## config.mk

```make
export PLATFORM = sky130hd
export DESIGN_NAME = aed_ctrl
export DESIGN_NICKNAME = d
export VERILOG_FILES = /design/src/design/aed_pkg.sv /design/src/design/aed_ctrl.sv
export SDC_FILE = /design/constraint.sdc
export NUM_CORES = 1
export LEC_CHECK = 0
export ABC_AREA = 1
export CAP_MARGIN = 0
export CORE_AREA = 5 5 42 44
export DETAILED_ROUTE_END_ITERATION = 10
export DIE_AREA = 0 0 47 49
export DONT_BUFFER_PORTS = 1
export PLACE_DENSITY = 0.3
export SLEW_MARGIN = 20
export SYNTH_ARGS = -nofsm -noshare
export SYNTH_HDL_FRONTEND = slang
export SYNTH_SLANG_ARGS = --single-unit
```

## constraint.sdc

```tcl
create_clock -name i_clk -period 1.57 [get_ports i_clk]
set_input_delay 0.0785 -clock i_clk [delete_from_list [all_inputs] [get_ports i_clk]]
set_output_delay 0.0785 -clock i_clk [all_outputs]
set_load 0.02 [all_outputs]
```

## src/design/aed_pkg.sv

```systemverilog
// ----------------------------------------------------------------------------
// aed_pkg
// types, constants and fixed-point helpers of the ask edge demodulator
// ----------------------------------------------------------------------------
package aed_pkg;

    localparam int unsigned QW = 27;

    localparam logic [15:0] MID_RST     = 16'd2048;
    localparam logic [15:0] ATT_DEF     = 16'd52429;
    localparam logic [15:0] PRA_DEF     = 16'd197;
    localparam logic [15:0] TRA_DEF     = 16'd328;
    localparam logic [15:0] WM_DEF      = 16'd4915;
    localparam logic [15:0] WE_DEF      = 16'd11469;
    localparam int unsigned RISE_RUN_DEF = 2;
    localparam int unsigned FALL_RUN_DEF = 2;

    localparam logic [2:0] REG_MID  = 3'd0;
    localparam logic [2:0] REG_BIAS = 3'd1;
    localparam logic [2:0] REG_ATT  = 3'd2;
    localparam logic [2:0] REG_PRA  = 3'd3;
    localparam logic [2:0] REG_TRA  = 3'd4;
    localparam logic [2:0] REG_WM   = 3'd5;
    localparam logic [2:0] REG_WE   = 3'd6;

    localparam logic [1:0] EDGE_NONE = 2'd0;
    localparam logic [1:0] EDGE_RISE = 2'd1;
    localparam logic [1:0] EDGE_FALL = 2'd2;

    typedef logic signed [QW-1:0] t_q;

    typedef struct packed {
        logic [15:0] sample;
        logic [31:0] now_ms;
    } t_in;

    typedef struct packed {
        logic        level;
        logic [1:0]  edge_res;
        logic        transition;
        logic [31:0] gap_samples;
        logic [31:0] last_edge_ms;
    } t_out;

    typedef enum logic [2:0] {
        ST_IDLE, ST_ENV, ST_THR, ST_DEC, ST_OUT
    } t_state;

    typedef struct packed {
        logic load;
        logic env;
        logic thr;
        logic dec;
    } t_cmd;

    function automatic t_q sat_q(input logic signed [47:0] v);
        if (v > 48'sd67108863)       return 27'sd67108863;
        else if (v < -48'sd67108864) return -27'sd67108864;
        else                         return v[QW-1:0];
    endfunction

endpackage

```

## src/design/aed_ctrl.sv

```systemverilog
// ----------------------------------------------------------------------------
// aed_ctrl
// sequencer: load, envelope step, threshold step, decision, result hold
// ----------------------------------------------------------------------------
module aed_ctrl (
    input  logic          i_clk,
    input  logic          i_rst_n,
    input  logic          i_valid,
    input  logic          i_out_stall,
    output logic          o_in_stall,
    output logic          o_valid,
    output aed_pkg::t_cmd o_cmd
);
    aed_pkg::t_state r_state, n_state;

    always_ff @(posedge i_clk) begin
        if (!i_rst_n) begin
            r_state <= aed_pkg::ST_IDLE;
        end else begin
            r_state <= n_state;
        end
    end

    always_comb begin
        n_state    = r_state;
        o_cmd      = '0;
        o_in_stall = 1'b1;
        o_valid    = 1'b0;
        unique case (r_state)
            aed_pkg::ST_IDLE: begin
                o_in_stall = 1'b0;
                if (i_valid) begin
                    o_cmd.load = 1'b1;
                    n_state    = aed_pkg::ST_ENV;
                end
            end
            aed_pkg::ST_ENV: begin
                o_cmd.env = 1'b1;
                n_state   = aed_pkg::ST_THR;
            end
            aed_pkg::ST_THR: begin
                o_cmd.thr = 1'b1;
                n_state   = aed_pkg::ST_DEC;
            end
            aed_pkg::ST_DEC: begin
                o_cmd.dec = 1'b1;
                n_state   = aed_pkg::ST_OUT;
            end
            aed_pkg::ST_OUT: begin
                o_valid = 1'b1;
                if (!i_out_stall) begin
                    n_state = aed_pkg::ST_IDLE;
                end
            end
            default: n_state = aed_pkg::ST_IDLE;
        endcase
    end

    a_one_cmd: assert property (@(posedge i_clk) disable iff (!i_rst_n)
        $onehot0({o_cmd.load, o_cmd.env, o_cmd.thr, o_cmd.dec}))
        else $error("more than one datapath command");
    a_env_after_load: assert property (@(posedge i_clk) disable iff (!i_rst_n)
        o_cmd.load |=> o_cmd.env)
        else $error("envelope step did not follow load");
    a_out_after_dec: assert property (@(posedge i_clk) disable iff (!i_rst_n)
        o_cmd.dec |=> o_valid)
        else $error("result not presented after decision");
endmodule

```

**Word level (Yosys, flattened, before mapping)**

Cells that the tools add are included.

- Register bits after elaboration: 3
- Logic and storage cells: 19

- Equality and inequality tests: 6
- Mux-type cells: 10
- Reduce and logical (&&, ||, !) cells: 2

Operators by type and width:

| kind | number |
|---|---|
| case mux 3 bit (5 select lines) | 1 |
| 2-to-1 mux 1 bit | 7 |
| equality test 3 x 2 -> 1 bit (second input constant) | 2 |
| 2-to-1 mux 3 bit | 2 |
| != test 2 bit (second input constant) | 2 |
| equality test 3 x 1 -> 1 bit (second input constant) | 1 |
| equality test 3 bit (second input constant) | 1 |
| zero test 3 bit | 1 |
| AND reduction 2 bit | 1 |

**Logic depth before layout (Yosys ltp)**

Gate-level depths: netlist of run 1.

- Depth after elaboration: 3
- Gate-level depth with buffers: 4
- Depth with buffers taken out: 4

**Least setup slack after synthesis of run 1**

No wires, ideal clock.

- Kind: register to output
- From: reg r_state[0]
- To: out o_cmd[3] (netlist name)
- Arrival time: 927 ps
- Required time: 1,492 ps
- Setup slack: 564 ps
- Stages on the path, launching flop included: 4
- Path buffers: 0
- Cell sequence: dfxtp_1 -> nor2_2 -> nand2_1 -> nor2_2

RTL lines:

| element | RTL line | source |
|---|---|---|
| start, declared | aed_ctrl.sv:14 | `aed_pkg::t_state r_state, n_state;` |
| start signal, assigned | aed_ctrl.sv:18 | `r_state <= aed_pkg::ST_IDLE;` |
| start signal, assigned | aed_ctrl.sv:20 | `r_state <= n_state;` |
| end, declared | aed_ctrl.sv:12 | `output aed_pkg::t_cmd o_cmd` |

==> flow_summary.yaml, run 1 <==
sta:
  whs_ns: 0.04430
  final_hold_viol_count: 0
  skew_ns: 0.0005448
  setup_tns_ns: 0
  max_freq_mhz: 755.8
  slew_violations: 0
  maxSlewHeadroom_pct: 83.37
  fin_crit_ns: 1.323
  setup_viol: 0
  tightest_slew_ns: 0.2489
  setup_ws_ns: 0.2468
  fin_crit_sh_pct: 84.28
  rsz0062_at_grt: "no"
synth:
  synth_area_leaders: "dfxtp_1 (37%), inv_1 (16%), nand3_1 (12%)"
  netlist_area_um2: 162.7
  syn_area_per_cell_um2: 6.506
  yosysUniqueCellTypes: 10
  synthesis.nets: 29
  async_flop_share_pct: 0
  ys_top_cells_by_count: "inv_1 (7), nand3_1 (4), dfxtp_1 (3), nand2_1 (3)"
  yosysSeqAreaShare_pct: 36.92
  synth_warnings: 0
  synth_cells: 25
  yosysTopAreaCell: "dfxtp_1"
  synth_edf_count: 0
  synth_seq_cells: 3
  synth_flop_cell: "dfxtp_1"
  synthMostInstantiatedCell: "inv_1"
  synth_top_area_share_pct: 36.92
cells_and_area:
  drive_above_1_share_pct: 25.81
  final_cells: 47
  top_regs: "r_state (3)"
  largest_reg_flops: 3
  area_growth_pct: 39.23
  design_area_um2: 226.5
  antenna-diode-count: 0
  final_nets: 36
  largest_register: "r_state"
  utilization_pct: 16.16
placed_design:
  dp_hpwl_um: 356.2
  io_buffers: 0
  place_inst: 42
  pre_cts_ws_ns: 0.4841
  gp_congestion: 0.6447
  place_area_um2: 190.2
clock_network:
  tritoncts: "done"
  holdBufCountCts: 1
  cts_inserted_buffers: 3
  htree_levels: 1
  clockBufferDepth: 2
  postCtsSetupBuffers: 0
  root_buffer: "clkbuf_4"
  worstSkewPairLatency_ns: 0.23
  ctsResizeCount: 0
  clock-sinks: 3
  clk_pin_slew_ns: 0.04
flow_run:
  maxCapViolCount: 0
floorplanning:
  ioPinCount: 10
  die_area_mm2: 0.002303
  core_area_mm2: 0.001401
  die_x_um: 47
  die_h_um: 49
  num_rows: 14
  initial_utilization_pct: 11.61
setup_path:
  path_class: "register to primary output"
  path_max_fanout: 5
  crit_slowest_cell: "dfxtp_1"
  crit_top_cell: "nor2_2"
  r2r_slack_ns: 0.71
  worstSetupEndpointType: "primary output"
  path_cells: "nor2_2 > nand2_1 > nor2_2"
  cpPeakStageDelay_ns: 0.34
  cp.required_ns: 1.49
  crit_arrival_ns: 1.24
  start_kind: "register"
outcome:
  status: "finished, final reports clean"
power_and_ir_drop:
  powerDensity_mw_per_mm2: 1339
  p_comb_share_pct: 24.5
  intPower_mw: 0.1991
  p_sw_mw: 0.1041
  seq_power_share_pct: 31.4
  swShare_pct: 34.33
  finalPower_mw: 0.3032
  power.static_leakage_nw: 0.1215
  power.share.clock_pct: 44.1
  max-vdd-ir-drop_mv: 0.3371
route:
  drtAntennaViolNets: 0
  vias: 165
  wirelength_um: 442
  dr.first_iter.drc_count: 0
  vias_per_cell: 3.511
  firstDrtPassIters: 1
  drc: 0
  wl_per_cell_um: 9.404
grt:
  overflow: 0
  antenna_found_initial: 0
  groute.usage.overall_pct: 4.507
  first_global_vias: 182
  grt_max_degree: 6
  grt_pass1_wl_um: 683
min_path:
  worstHoldPathType: "input pin to register"
-- power groups by stage --
stage	Sequential [mW]	Combinational [mW]	Clock (mW)
6_report	0.0953	0.0743	0.134
5_1_grt	0.0966	0.0831	0.146
4_1_cts	0.0951	0.0762	0.145
3_5_place_dp	0.0963	0.0737	0
3_3_place_gp	0.0958	0.0740	0
2_1_floorplan	0.0943	0.0638	0
-- layout make-up --
type | instances | area, µm²
fillers | 180 | 1175
multi-input cells | 15 | 76.32
flip-flops and latches | 3 | 60.06
clock buffers | 4 | 26.28
inverters | 7 | 26.28
well taps | 16 | 20.02
repair buffers | 2 | 17.52
-- path summary, 6_finish.rpt --
path,start,end,depth (start not counted)
max reg2reg,r_state[0]$_SDFFE_PN0P_,r_state[0]$_SDFFE_PN0P_,4
min reg2reg,r_state[1]$_SDFFE_PN0P_,r_state[1]$_SDFFE_PN0P_,2
min,i_out_stall,r_state[2]$_SDFFE_PN0P_,2
max,r_state[0]$_SDFFE_PN0P_,o_cmd[3],3
-- layout by cell type, fill, tap and decap left out --
cell type / count
a21oi_1: 1
a21oi_2: 1
buf_4: 1
clkbuf_1: 1
clkbuf_4: 3
dfxtp_1: 3
dlygate4sd3_1: 1
inv_1: 7
nand2_1: 3
nand2_2: 1
nand3_1: 4
nor2_1: 2
nor2_2: 2
nor3_1: 1
-- cell families (layout without fill, tap and decap cells) --
| kind of cell | after synthesis | after routing | share of synthesized area (%) |
|---|---|---|---|
| and+or+nand+nor | 13 | 13 | 38.46 |
| buffers and inverters | 7 | 13 | 16.16 |
| DFF | 3 | 3 | 36.92 |
| AOI/OAI and AO/OA | 2 | 2 | 8.460 |
-- routing by layer --
metal  GRT usage [%]  wire, µm  up-vias
li1                -         -       86
met1           4.176       158       73
met2           5.882       243        6
met4           6.912         0        0
met3           1.476        40        0
met5               0         0        -
-- worst max-delay path: cells and delay by family (launching register included) --
| family | cells | cell delay (ns) |
|---|---|---|
| AND/OR/NAND/NOR | 3 | 0.67 |
| flip-flops | 1 | 0.34 |
No activity file was read; power rests on OpenSTA's default activity.
==> run 2, diff against run 1 <==
==> constraint.sdc (replaced) <==
create_clock -name i_clk -period 1.2 [get_ports i_clk]
set_input_delay 0.06 -clock i_clk [delete_from_list [all_inputs] [get_ports i_clk]]
set_output_delay 0.06 -clock i_clk [all_outputs]
set_load 0.02 [all_outputs]
==> run 2 against run 1 <==
Non-clock buffer count up 1. Utilization up 0.89 points. Clock skew about the same. Wire length down 4.5%. Die area unchanged. Combinational power up 52%. Total power up 36%. Register-to-register slack worse by 0.38 ns. Global-route usage up 0.070 points. Final cell count up 2.1%. Highest routed layer is now met4. Via count up 6.7%. Clock-buffer cell count unchanged.
==> flow_summary.yaml, run 2 (same netlist as run 1, synthesis figures left out) <==
setup_path:
  cp.depth: 3
  cpLargestDelayFamily: "flip-flops"
  reg2regPathDepth: 4
  r2r_start: "r_state[0]$_SDFFE_PN0P_"
  cpPeakStageDelay_ns: 0.34
  crit_slowest_cell: "dfxtp_1"
  r2r_slack_ns: 0.33
  crit_end: "o_in_stall"
  critPathLaunch: "r_state[0]$_SDFFE_PN0P_"
  path_class: "register to primary output"
  r2r-end: "r_state[0]$_SDFFE_PN0P_"
  path_max_fanout: 5
  start_kind: "register"
  cp_num_buf_inv: 1
  crit_arrival_ns: 1.09
  worstSetupEndpointType: "primary output"
  path_cells: "nor2_2 > nand2_1 > buf_4"
  cp.required_ns: 1.14
power_and_ir_drop:
  power.static_leakage_nw: 0.1274
  powerDensity_mw_per_mm2: 1728
  max-vdd-ir-drop_mv: 0.2864
  finalPower_mw: 0.4129
flow_run:
  maxCapViolCount: 0
placed_design:
  dp_hpwl_um: 359.7
  place_inst: 43
  io_buffers: 0
  gp_congestion: 0.6497
  pre_cts_ws_ns: 0.2676
cells_and_area:
  final_cells: 48
  final_common_cell: "inv_1"
  top_regs: "r_state (3)"
  largest_register: "r_state"
  layout_common_cells: "inv_1 (7), nand3_1 (4), nand2_1 (3), clkbuf_4 (3), dfxtp_1 (3)"
  largest_reg_flops: 3
  nFillCells: 165
  area_growth_pct: 46.92
  antenna-diode-count: 0
  drive_above_1_share_pct: 28.13
  final_nets: 37
floorplanning:
  num_rows: 14
  die_x_um: 47
  ioPinCount: 10
  core_area_mm2: 0.001401
  die_area_mm2: 0.002303
  die_h_um: 49
  initial_utilization_pct: 11.61
sta:
  setup_viol: 0
  tightest_slew_ns: 0.2170
  setup_tns_ns: 0
  final_hold_viol_count: 0
  fin_crit_ns: 1.154
  slew_violations: 0
  fin_crit_sh_pct: 96.19
  setup_ws_ns: 0.04572
  whs_ns: 0.01900
  skew_ns: 0.00009953
  rsz0062_at_grt: "yes"
  maxSlewHeadroom_pct: 85.42
  max_freq_mhz: 866.3
route:
  vias_per_cell: 3.667
  wirelength_um: 422
  vias: 176
  firstDrtPassIters: 4
  drtAntennaViolNets: 0
  wl_per_cell_um: 8.792
  drc: 0
  dr.first_iter.drc_count: 1
clock_network:
  tritoncts: "done"
  root_buffer: "clkbuf_4"
  htree_levels: 1
  worstSkewPairLatency_ns: 0.23
  postCtsSetupBuffers: 0
  clockBufferDepth: 2
  cts_inserted_buffers: 3
  clock-sinks: 3
  clk_pin_slew_ns: 0.04
grt:
  first_global_vias: 167
  antenna_found_initial: 0
  top_usage_layer: "met2"
  grt_pass1_wl_um: 696
  overflow: 0
  groute.usage.overall_pct: 4.577
  use_met3_pct: 1.476
  use_met2_pct: 5.882
  grt_max_degree: 6
  globalRouteMet1Util_pct: 5.055
outcome:
  status: "finished, final reports clean"
min_path:
  worstHoldPathType: "input pin to register"
==> run 2: changes by cell type in the layout (fill, tap and decap cells not counted), sizes merged <==
cell / change
buf: +1
==> run 2: final cells by class <==
| cell class | count | area, µm² | share of cell area (%) |
|---|---|---|---|
| clock buffer | 4 | 26.28 | 10.99 |
| multi-input combinational | 15 | 81.33 | 34.03 |
| tap | 16 | 20.02 | 8.377 |
| sequential | 3 | 60.06 | 25.13 |
| inverter | 7 | 26.28 | 10.99 |
| timing repair buffer | 3 | 25.02 | 10.47 |
==> run 2: through the flow <==
step	util, %	area [µm²]
3_3_place_gp	14.11	197.7
6_report	17.05	239.0
2_1_floorplan	-	162.7
3_5_place_dp	14.11	197.7
5_1_grt	17.05	239.0
4_1_cts	16.70	234.0
==> run 2: metal layers <==
| metal | vias to the layer above | part of all wire (%) |
|---|---|---|
| met5 | - | 0 |
| li1 | 91 | - |
| met4 | 0 | 3.6 |
| met2 | 8 | 48 |
| met1 | 75 | 36 |
| met3 | 2 | 12 |
==> run 2: report_power, final <==
| group | leakage [nW] | switching [mW] | internal [mW] | total (mW) |
|---|---|---|---|---|
| combinational | 0.0877 | 0.0771 | 0.0359 | 0.113 |
| sequential | 0.0247 | 0.0135 | 0.111 | 0.124 |
| clock | 0.0150 | 0.0508 | 0.125 | 0.175 |
==> run 2: worst min-delay path by stage <==
stage                            from                      end  slack [ns]  cells after the start
after floorplan               i_rst_n  r_state[0]$_SDFFE_PN0P_        0.18                      2
after CTS                 i_out_stall  r_state[2]$_SDFFE_PN0P_        0.02                      2
after global placement        i_rst_n  r_state[0]$_SDFFE_PN0P_        0.19                      2
after global routing      i_out_stall  r_state[2]$_SDFFE_PN0P_        0.05                      2
after detailed placement      i_rst_n  r_state[0]$_SDFFE_PN0P_        0.20                      2
final                     i_out_stall  r_state[2]$_SDFFE_PN0P_        0.02                      2
==> run 2: what timing repair did <==
| item | 4_1_cts | 5_1_grt |
|---|---|---|
| gates resized for setup | 0 | 1 |
| endpoints found under the setup margin | 0 | 1 |
| hold endpoints to repair | 3 | 0 |
| hold buffers | 1 | 0 |
==> run 3, diff against run 2 <==
--- a/config.mk
+++ b/config.mk
@@ -5,14 +5,13 @@
 export SDC_FILE = /design/constraint.sdc
 export NUM_CORES = 1
 export LEC_CHECK = 0
-export ABC_AREA = 1
+export ABC_AREA = 0
 export CAP_MARGIN = 0
 export CORE_AREA = 5 5 42 44
 export DETAILED_ROUTE_END_ITERATION = 10
 export DIE_AREA = 0 0 47 49
 export DONT_BUFFER_PORTS = 1
 export PLACE_DENSITY = 0.3
-export SLEW_MARGIN = 20
 export SYNTH_ARGS = -nofsm -noshare
 export SYNTH_HDL_FRONTEND = slang
 export SYNTH_SLANG_ARGS = --single-unit
==> constraint.sdc (replaced) <==
create_clock -name i_clk -period 1.35 [get_ports i_clk]
set_input_delay 0.0675 -clock i_clk [delete_from_list [all_inputs] [get_ports i_clk]]
set_output_delay 0.0675 -clock i_clk [all_outputs]
set_load 0.02 [all_outputs]
==> run 3 against run 2 <==
Utilization increased by 1.2 points. Critical path depth decreased by 1. Flip-flop and latch count unchanged. Total power is 15% lower. Sequential power down 10%. Clock power decreased by 10%. Highest routed layer is now met3. Die area unchanged. Global-route usage increased by 0.064 points. Combinational power is 28% lower. Area after synthesis is 9.2% higher. Worst setup slack better by 0.017 ns. First-iteration DRC count down 100%.
==> flow_summary.yaml, run 3 <==
route:
  vias_per_cell: 3.619
  drc: 0
  wirelength_um: 402
  firstDrtPassIters: 1
  dr.first_iter.drc_count: 0
  vias: 152
  drtAntennaViolNets: 0
  wl_per_cell_um: 9.571
sta:
  whs_ns: 0.01180
  setup_ws_ns: 0.06247
  fin_crit_ns: 1.288
  setup_viol: 0
  skew_ns: 0.003225
  maxSlewHeadroom_pct: 83.66
  final_hold_viol_count: 0
  tightest_slew_ns: 0.2448
  fin_crit_sh_pct: 95.37
  max_freq_mhz: 776.7
  rsz0062_at_grt: "no"
  slew_violations: 0
  setup_tns_ns: 0
setup_path:
  cp.required_ns: 1.28
  start_kind: "register"
  crit_arrival_ns: 1.22
  path_max_fanout: 8
  path_class: "register to primary output"
  worstSetupEndpointType: "primary output"
clock_network:
  htree_levels: 1
  cts_inserted_buffers: 3
  worstSkewPairLatency_ns: 0.23
  clock-sinks: 3
  tritoncts: "done"
  clockBufferDepth: 2
  postCtsSetupBuffers: 0
  root_buffer: "clkbuf_4"
  clk_pin_slew_ns: 0.04
power_and_ir_drop:
  p_comb_share_pct: 23.4
  intPower_mw: 0.2453
  seq_power_share_pct: 31.7
  swShare_pct: 29.72
  max-vdd-ir-drop_mv: 0.3624
  p_sw_mw: 0.1037
  powerDensity_mw_per_mm2: 1367
  power.share.clock_pct: 44.9
  power.static_leakage_nw: 0.1069
placed_design:
  io_buffers: 0
  pre_cts_ws_ns: 0.2427
  dp_hpwl_um: 307.9
  place_area_um2: 203.9
  gp_congestion: 0.6195
floorplanning:
  core_area_mm2: 0.001401
  ioPinCount: 10
  die_h_um: 49
  die_x_um: 47
  initial_utilization_pct: 12.68
  num_rows: 14
  die_area_mm2: 0.002303
flow_run:
  maxCapViolCount: 0
cells_and_area:
  area_growth_pct: 43.66
  register_area_um2: 60.06
  nFillCells: 172
  layout_common_cells: "nor3b_1 (3), clkbuf_4 (3), buf_4 (3), dfxtp_1 (3)"
  top_regs: "r_state (3)"
  largest_reg_flops: 3
  design_area_um2: 255.2
  drive_above_1_share_pct: 34.62
  multiInputGateArea_um2: 102.6
  antenna-diode-count: 0
  largest_register: "r_state"
  final_nets: 31
synth:
  yosysUniqueCellTypes: 14
  synthesis.nets: 23
  synth_edf_count: 0
  yosysTopAreaCell: "dfxtp_1"
  netlist_area_um2: 177.7
  async_flop_share_pct: 0
  synth_cells: 19
  ys_top_cells_by_count: "dfxtp_1 (3), nor3b_1 (3), nor2_1 (2)"
  synth_seq_cells: 3
  syn_area_per_cell_um2: 9.351
  synth_warnings: 0
  yosysSeqAreaShare_pct: 33.80
  synth_area_leaders: "dfxtp_1 (34%), nor3b_1 (13%), and4bb_1 (7.0%)"
  synth_top_area_share_pct: 33.80
  synth_flop_cell: "dfxtp_1"
grt:
  antenna_found_initial: 0
  first_global_vias: 180
  grt_pass1_wl_um: 690
  overflow: 0
  grt_max_degree: 9
  groute.usage.overall_pct: 4.641
outcome:
  status: "finished, final reports clean"
min_path:
  worstHoldPathType: "input pin to register"
[run 3: changes by cell type in the layout (fill, tap and decap cells not counted), sizes merged, moves of 2 or more]
cell | previous run | this run
nand3 | 4 | 0
inv | 7 | 1
nor3b | 0 | 3
a21oi | 2 | 0
nand2 | 4 | 0
[run 3: critical path: stages, from the launching register on]
cell	delay (ns)
dfxtp_1	0.36
or3_4	0.46
nor2_4	0.16
[run 3: kinds of logic (layout without fill, tap and decap cells)]
family,after synthesis,after routing,synth area share [%]
flip-flops,3,3,33.80
buffers and inverters,3,10,11.26
AO/OA/AOI/OAI,1,1,4.227
AND/OR/NAND/NOR,11,11,45.78
XOR/XNOR,1,1,4.930
[run 3: final cells by class]
type | instances | area share [%]
well taps | 16 | 7.843
repair buffers | 5 | 16.67
clock buffers | 4 | 10.29
flip-flops and latches | 3 | 23.53
multi-input cells | 13 | 40.20
inverters | 1 | 1.471
[run 3: worst paths after layout]
path,slack (ns),end,depth (start not counted),from
setup / recovery,0.06,o_cmd[3],2,r_state[0]$_SDFFE_PN0P_
hold / removal,0.01,r_state[1]$_SDFFE_PN0P_,2,i_rst_n
setup reg to reg,0.36,r_state[2]$_SDFFE_PN0P_,2,r_state[2]$_SDFFE_PN0P_
hold reg to reg,0.57,r_state[0]$_SDFFE_PN0P_,1,r_state[0]$_SDFFE_PN0P_
[run 3: metrics by stage]
step | utilization, % | power, mW | instances
6_report | 18.21 | 0.3490 | 42
4_1_cts | 18.21 | 0.3623 | 42
5_1_grt | 18.21 | 0.3692 | 42
3_3_place_gp | 14.55 | 0.1870 | 36
3_5_place_dp | 14.55 | 0.1865 | 36
2_1_floorplan | - | 0.1767 | 19
[run 3: repair_timing]
action | CTS | global route
endpoints found under the hold margin | 2 | 0
endpoints found under the setup margin | 1 | 0
hold buffers | 2 | 0
resized for setup | 1 | 0
[run 3: per-layer routing]
layer  part of all wire (%)  global-route usage [%]
met5                      0                       0
met4                      0                   6.912
met3                     11                   1.845
met2                     54                   6.109
met1                     34                   4.158
[run 3: power by group through the flow]
| stage | logic (mW) | clock network, mW | registers [mW] |
|---|---|---|---|
| floorplan | 0.0762 | 0 | 0.101 |
| global placement | 0.0752 | 0 | 0.112 |
| detailed placement | 0.0745 | 0 | 0.112 |
| CTS | 0.0836 | 0.168 | 0.110 |
| global route | 0.0888 | 0.167 | 0.113 |
| finish | 0.0816 | 0.157 | 0.111 |
